<file path="src/rtl/core/lfcc_pkg.sv">
package lfcc_pkg;

  // Frame header layout, byte offsets from the start of the frame.
  localparam int HEADER_BYTES = 32;
  localparam int COMMIT_FIRST = 8;
  localparam int SALT_FIRST   = 16;
  localparam int STORED_FIRST = 24;
  localparam int STORED_LEN   = 4;

  // The position counter saturates at HEADER_BYTES, so it must hold that value.
  localparam int POS_W = $clog2(HEADER_BYTES + 1);

  // Reflected CRC32C polynomial.
  localparam logic [31:0] CRC_POLY = 32'h82F6_3B78;

  typedef enum logic [1:0] {
    STATUS_OK       = 2'd0,
    STATUS_MISMATCH = 2'd1,
    STATUS_SHORT    = 2'd2
  } status_t;

  typedef struct packed {
    logic [7:0]  data_byte;
    logic        frame_start;
    logic [31:0] previous_checksum;
    logic        frame_end;
  } item_t;

  typedef struct packed {
    logic [31:0] computed_checksum;
    logic [31:0] stored_checksum;
    status_t     status;
    logic [63:0] page_number;
    logic [63:0] size_after_commit;
    logic [31:0] first_salt;
    logic [31:0] second_salt;
  } result_t;

  typedef logic [31:0][31:0] crc_mat_t;

  // One byte through the reflected CRC, one bit per step.
  function automatic logic [31:0] crc_byte(logic [31:0] crc, logic [7:0] b);
    logic [31:0] c;
    c = crc ^ {24'b0, b};
    for (int k = 0; k < 8; k++) begin
      c = c[0] ? ((c >> 1) ^ CRC_POLY) : (c >> 1);
    end
    return c;
  endfunction

  // Column i is the effect of a single set bit i after 32 zero-input steps.
  function automatic crc_mat_t seed_matrix();
    crc_mat_t    m;
    logic [31:0] c;
    for (int i = 0; i < 32; i++) begin
      c = 32'b1 << i;
      for (int k = 0; k < 32; k++) begin
        c = c[0] ? ((c >> 1) ^ CRC_POLY) : (c >> 1);
      end
      m[i] = c;
    end
    return m;
  endfunction

  localparam crc_mat_t SEED_MAT = seed_matrix();

  // CRC register after the four chain bytes, little endian, from all ones.
  // Hashing a 32-bit word is the same as folding it into the register and
  // running 32 zero-input steps, which is a fixed linear map.
  function automatic logic [31:0] crc_seed(logic [31:0] prev);
    logic [31:0] x;
    logic [31:0] acc;
    x   = ~prev;
    acc = 32'b0;
    for (int i = 0; i < 32; i++) begin
      if (x[i]) begin
        acc = acc ^ SEED_MAT[i];
      end
    end
    return acc;
  endfunction

endpackage

</file>
<file path="src/rtl/core/log_frame_chained_crc32c.sv">
// Result path: last frame byte, input register, frame stage, result register.
// Throughput: one byte per cycle if no result stalls, set by the byte-wide CRC32C update.
// A byte may be accepted while a finished result still waits on the result channel.
// Reset (rst, synchronous, active high) empties both pipeline registers and sets the CRC
// register to all ones, with position and all captured header fields cleared to zero.
module log_frame_chained_crc32c (
  input  logic              clk,
  input  logic              rst,
  input  lfcc_pkg::item_t   item,
  input  logic              item_valid,
  output logic              item_ready,
  output lfcc_pkg::result_t result,
  output logic              result_valid,
  input  logic              result_ready
);
  import lfcc_pkg::*;

  // Input register: holds one accepted byte transaction until the frame
  // stage can process it.
  logic    s1_valid;
  item_t   s1_item;

  // The frame stage moves whenever the result register is empty or is being
  // emptied in this cycle. A byte that ends no frame still has to wait here
  // while a result is stalled, because its state update must follow the
  // frame that produced that result.
  logic    advance;
  logic    step;
  result_t frame_result;

  assign advance    = !result_valid || result_ready;
  assign item_ready = !s1_valid || advance;
  assign step       = s1_valid && advance;

  always_ff @(posedge clk) begin
    if (rst) begin
      s1_valid <= 1'b0;
    end else if (item_ready) begin
      s1_valid <= item_valid;
    end
  end

  always_ff @(posedge clk) begin
    if (item_valid && item_ready) begin
      s1_item <= item;
    end
  end

  // Frame stage: chained CRC update, header capture and status, all in the
  // short path from the input register to the result register.
  lfcc_frame_state u_frame_state (
    .clk    (clk),
    .rst    (rst),
    .step   (step),
    .item   (s1_item),
    .result (frame_result)
  );

  // Result register: only a byte marked as the end of a frame yields a
  // result transaction.
  always_ff @(posedge clk) begin
    if (rst) begin
      result_valid <= 1'b0;
    end else if (advance) begin
      result_valid <= s1_valid && s1_item.frame_end;
    end
  end

  always_ff @(posedge clk) begin
    if (step && s1_item.frame_end) begin
      result <= frame_result;
    end
  end

endmodule

</file>
<file path="src/rtl/core/lfcc_frame_state.sv">
module lfcc_frame_state (
  input  logic             clk,
  input  logic             rst,
  input  logic             step,
  input  lfcc_pkg::item_t  item,
  output lfcc_pkg::result_t result
);
  import lfcc_pkg::*;

  logic [31:0]      crc_register;
  logic [POS_W-1:0] byte_position;
  logic [31:0]      stored_value;
  logic [63:0]      page_number_reg;
  logic [63:0]      commit_size_reg;
  logic [63:0]      salt_pair_reg;

  logic [31:0]      crc_register_next;
  logic [POS_W-1:0] byte_position_next;
  logic [31:0]      stored_value_next;
  logic [63:0]      page_number_reg_next;
  logic [63:0]      commit_size_reg_next;
  logic [63:0]      salt_pair_reg_next;

  logic [31:0]      base_crc;
  logic [POS_W-1:0] base_pos;
  logic [7:0]       hashed;
  logic [1:0]       stored_idx;
  logic [2:0]       lane;
  logic [31:0]      computed;

  always_comb begin
    // A frame start reseeds the CRC with the chain value and clears the
    // header fields before the byte itself is taken.
    if (item.frame_start) begin
      base_crc             = crc_seed(item.previous_checksum);
      base_pos             = '0;
      stored_value_next    = '0;
      page_number_reg_next = '0;
      commit_size_reg_next = '0;
      salt_pair_reg_next   = '0;
    end else begin
      base_crc             = crc_register;
      base_pos             = byte_position;
      stored_value_next    = stored_value;
      page_number_reg_next = page_number_reg;
      commit_size_reg_next = commit_size_reg;
      salt_pair_reg_next   = salt_pair_reg;
    end

    hashed             = item.data_byte;
    byte_position_next = base_pos;
    lane               = base_pos[2:0];
    stored_idx         = 2'(base_pos - POS_W'(STORED_FIRST));

    if (base_pos < POS_W'(HEADER_BYTES)) begin
      byte_position_next = base_pos + POS_W'(1);
      priority if (base_pos < POS_W'(COMMIT_FIRST)) begin
        page_number_reg_next[{lane, 3'b000} +: 8] =
          page_number_reg_next[{lane, 3'b000} +: 8] | item.data_byte;
      end else if (base_pos < POS_W'(SALT_FIRST)) begin
        commit_size_reg_next[{lane, 3'b000} +: 8] =
          commit_size_reg_next[{lane, 3'b000} +: 8] | item.data_byte;
      end else if (base_pos < POS_W'(STORED_FIRST)) begin
        salt_pair_reg_next[{lane, 3'b000} +: 8] =
          salt_pair_reg_next[{lane, 3'b000} +: 8] | item.data_byte;
      end else if (base_pos < POS_W'(STORED_FIRST + STORED_LEN)) begin
        // The stored checksum is captured and hashed as zero.
        stored_value_next[{stored_idx, 3'b000} +: 8] =
          stored_value_next[{stored_idx, 3'b000} +: 8] | item.data_byte;
        hashed = 8'h00;
      end else begin
        // Extra header bytes are hashed as received and not kept.
        hashed = item.data_byte;
      end
    end

    crc_register_next = crc_byte(base_crc, hashed);
    computed          = ~crc_register_next;

    result.computed_checksum = computed;
    result.stored_checksum   = stored_value_next;
    result.page_number       = page_number_reg_next;
    result.size_after_commit = commit_size_reg_next;
    result.first_salt        = salt_pair_reg_next[31:0];
    result.second_salt       = salt_pair_reg_next[63:32];
    priority if (byte_position_next < POS_W'(HEADER_BYTES)) begin
      result.status = STATUS_SHORT;
    end else if (computed != stored_value_next) begin
      result.status = STATUS_MISMATCH;
    end else begin
      result.status = STATUS_OK;
    end
  end

  always_ff @(posedge clk) begin
    if (rst) begin
      crc_register    <= '1;
      byte_position   <= '0;
      stored_value    <= '0;
      page_number_reg <= '0;
      commit_size_reg <= '0;
      salt_pair_reg   <= '0;
    end else if (step) begin
      crc_register    <= crc_register_next;
      byte_position   <= byte_position_next;
      stored_value    <= stored_value_next;
      page_number_reg <= page_number_reg_next;
      commit_size_reg <= commit_size_reg_next;
      salt_pair_reg   <= salt_pair_reg_next;
    end
  end

endmodule

</file>
<file path="config.mk">
export PLATFORM = sky130hd
export DESIGN_NAME = log_frame_chained_crc32c
export DESIGN_NICKNAME = d
export VERILOG_FILES = /design/src/rtl/core/lfcc_pkg.sv /design/src/rtl/core/log_frame_chained_crc32c.sv /design/src/rtl/core/lfcc_frame_state.sv
export SDC_FILE = /design/constraint.sdc
export NUM_CORES = 1
export LEC_CHECK = 0
export ABC_AREA = 1
export BUFFER_PORTS_ARGS = -buffer_cell sky130_fd_sc_hd__buf_4
export CAP_MARGIN = 20
export CORE_ASPECT_RATIO = 0.8
export CORE_MARGIN = 10
export CORE_UTILIZATION = 45
export DETAILED_ROUTE_END_ITERATION = 12
export PLACE_DENSITY_LB_ADDON = 0.15
export SYNTH_ARGS = -nofsm -noshare
export SYNTH_HDL_FRONTEND = slang
export SYNTH_SLANG_ARGS = --single-unit
export TNS_END_PERCENT = 50
</file>
<file path="constraint.sdc">
create_clock -name clk -period 26.7 [get_ports clk]
set_clock_uncertainty 0.05 [all_clocks]
set_input_delay 8.01 -clock clk [delete_from_list [all_inputs] [get_ports clk]]
set_output_delay 8.01 -clock clk [all_outputs]
set_load 0.02 [all_outputs]
</file>
==> flow_summary.ini <==
[worst_setup_path]
slowest_delay_ps = 190
crit_arrival_ps = 8550
cp.required_ps = 18640
cp-start-kind = input port
critPathMostFrequentCell = buf_4
crit_fanout = 3
critical_path_class = in2out
crit_chain = buf_4 -> inv_1 -> nand3_1 -> buf_4
cp_slowest_cell = buf_4
end_kind = output pin

[job]
max-cap-violations = 0

[logic_synthesis]
yosys.area.top_type_share_pct = 28.09
syn_nets = 4356
synth_xor_area_share_pct = 5.820
synth.distinct_cells = 54
yosysTopAreaCell = edfxtp_1
synthMuxAreaShare_pct = 0
synthSimpleGateAreaFrac_pct = 24.07
synth_ff_type = edfxtp_1
ys_seq_area_share_pct = 44.56
synthArstFlopShare_pct = 0
synth_fa_ha_area_share_pct = 0.2731
synth_top_family_by_area = simple AND/OR/NAND/NOR gates
synthCells = 4303
avgSynthCellArea_sq_um = 7.454
synth_edf_count = 300
ys_ff_latch = 564
ys_warn_count = 0
synth_area_leaders = edfxtp_1 (28%), dfxtp_1 (16%), nand2_1 (11%)
synthesis.area_sq_mm = 0.03208
synth_compound_area_share_pct = 15.19

[floorplanning]
die_w_um = 318.5
chipHeight_um = 258.8
initial_utilization_pct = 45.47
io_pins = 306
design.core.area_sq_mm = 0.07054
rows = 87
die-area_sq_mm = 0.08242

[layout]
regMostFlops = result
nets = 4520
area_growth_pct = 14.37
layout_common_cells = nand2_1 (952), inv_1 (509), o21ai_0 (497)
largest_register_ffs = 258
final_cell_area_sq_mm = 0.03668
layout_commonest_cell = nand2_1
drive_gt1_share_pct = 13.08
antenna_cells = 0
utilization_pct = 52.01

[sta]
slew_violations = 0
setup_tns_ps = 0
rsz0062_at_grt = false
finalSetupViolations = 0
fin_crit_ps = 16610
fin_crit_sh_pct = 62.20
fmax_mhz = 60.21
finalHoldViolCount = 0
timing.slew.headroom_pct = 18.27
fin_ws_ps = 10090
worstMarginPinSlew_ps = 1211

[clock_network]
h-tree-depth = 2
post_cts_resized = 0
cts_hold_buf = 0
cts-root-buf = clkbuf_16
clk_pin_slew_worst_paths_ps = 60
clockBufferDepth = 3
cts_buffers = 58
clock_latency_ps = 650
cts.sinks = 564
cts_tree = yes
cts_setup_buffers = 0

[hold_path]
hold_path_class = reg2reg

[route]
firstDrtPassIters = 9
finalWirelength_um = 113000
drc = 0
vias_per_cell = 5.386
ant_nets = 0
vias = 29359
dr.first_iter.drc_count = 3768
wl_per_cell_um = 20.72

[power]
seqPwrFrac_pct = 39.8
p_sw_uw = 890.3
swShare_pct = 35.01
p_clk_share_pct = 33.1
p_comb_share_pct = 27.1
p_leak_nw = 16.27
p_per_area_mw_per_mm2 = 69.33
worst_ir_drop_vdd_mv = 0.05774
p_total_mw = 2.543
p_int_mw = 1.653

[placement]
hpwl_um = 79680
place_area_sq_mm = 0.03469
io_buffers = 305
gp_congestion = 0.9835
dp_slack_ps = 10110

[grt]
grt_pass1_wl_um = 168600
grt_usage_pct = 26.24
overflow = 0
grt_max_degree = 139
antenna_found_initial = 4
grt_pass1_vias = 26164

[status]
status = finished, final reports clean
## Yosys cell counts (14+ instances only)
cell type  instances
nand2_1          953
o21ai_0          497
dfxtp_1          264
buf_2             22
nor2_1           426
buf_6             20
a21oi_1          277
buf_1             28
nand3b_1          17
xnor2_1           79
edfxtp_1         300
inv_1            514
clkbuf_1         146
inv_2             32
o211ai_1          46
buf_4             20
nand3_1          279
nand2_2           43
or2_2             30
nor3_1            37
a211oi_1          14
xor2_1           118
## layout make-up
type / count / area [sq um]
clock inverter: 36 / 326.6
inverter: 557 / 2101
fill: 6973 / 33850
tap: 934 / 1169
clock buffer: 74 / 1644
sequential: 564 / 14300
multi-input combinational: 2946 / 14570
timing repair buffer: 340 / 2572
## critical path: cells and delay by family
family,cells,cell delay (ps)
simple gates,1,130
buf+inv,3,410
## per-stage QoR
stage	hold slack (ps)	std cells
floorplan	384.9	4303
global placement	393.5	5339
finish	416.8	5451
global route	446.4	5451
detailed placement	404.0	5339
CTS	415.3	5449
## power groups by stage
stage / logic [mW] / clock network [mW] / registers (mW)
floorplan: 0.468 / 0 / 1.04
global placement: 0.669 / 0 / 1.03
detailed placement: 0.675 / 0 / 1.03
CTS: 0.677 / 0.857 / 1.01
global route: 0.764 / 0.890 / 1.02
finish: 0.690 / 0.841 / 1.01
## layer usage
metal  track usage [%]  vias to the layer above  share of wire [%]
met4             6.784                        0                2.4
li1                  -                    14337                  -
met1             38.79                    13479                 46
met5                 0                        -                  0
met3             6.146                      139                 11
met2             37.78                     1404                 42
## path summary, 6_finish.rpt
check | startpoint | cells after the start | slack [ps] | to
setup / recovery | result_ready | 4 | 10090 | item_ready
hold / removal | u_frame_state.crc_register[27] | 2 | 420 | u_frame_state.crc_register[27]
setup reg to reg | s1_item[33] | 13 | 20580 | result[11]
hold reg to reg | u_frame_state.crc_register[27] | 2 | 420 | u_frame_state.crc_register[27]
## cells by family after synthesis
logic type	Yosys count
buf+inv	793
simple gates	1828
fa+ha+maj	7
xor+xnor	205
flops	564
compound gates	906
(Power assumes the default switching activity.)
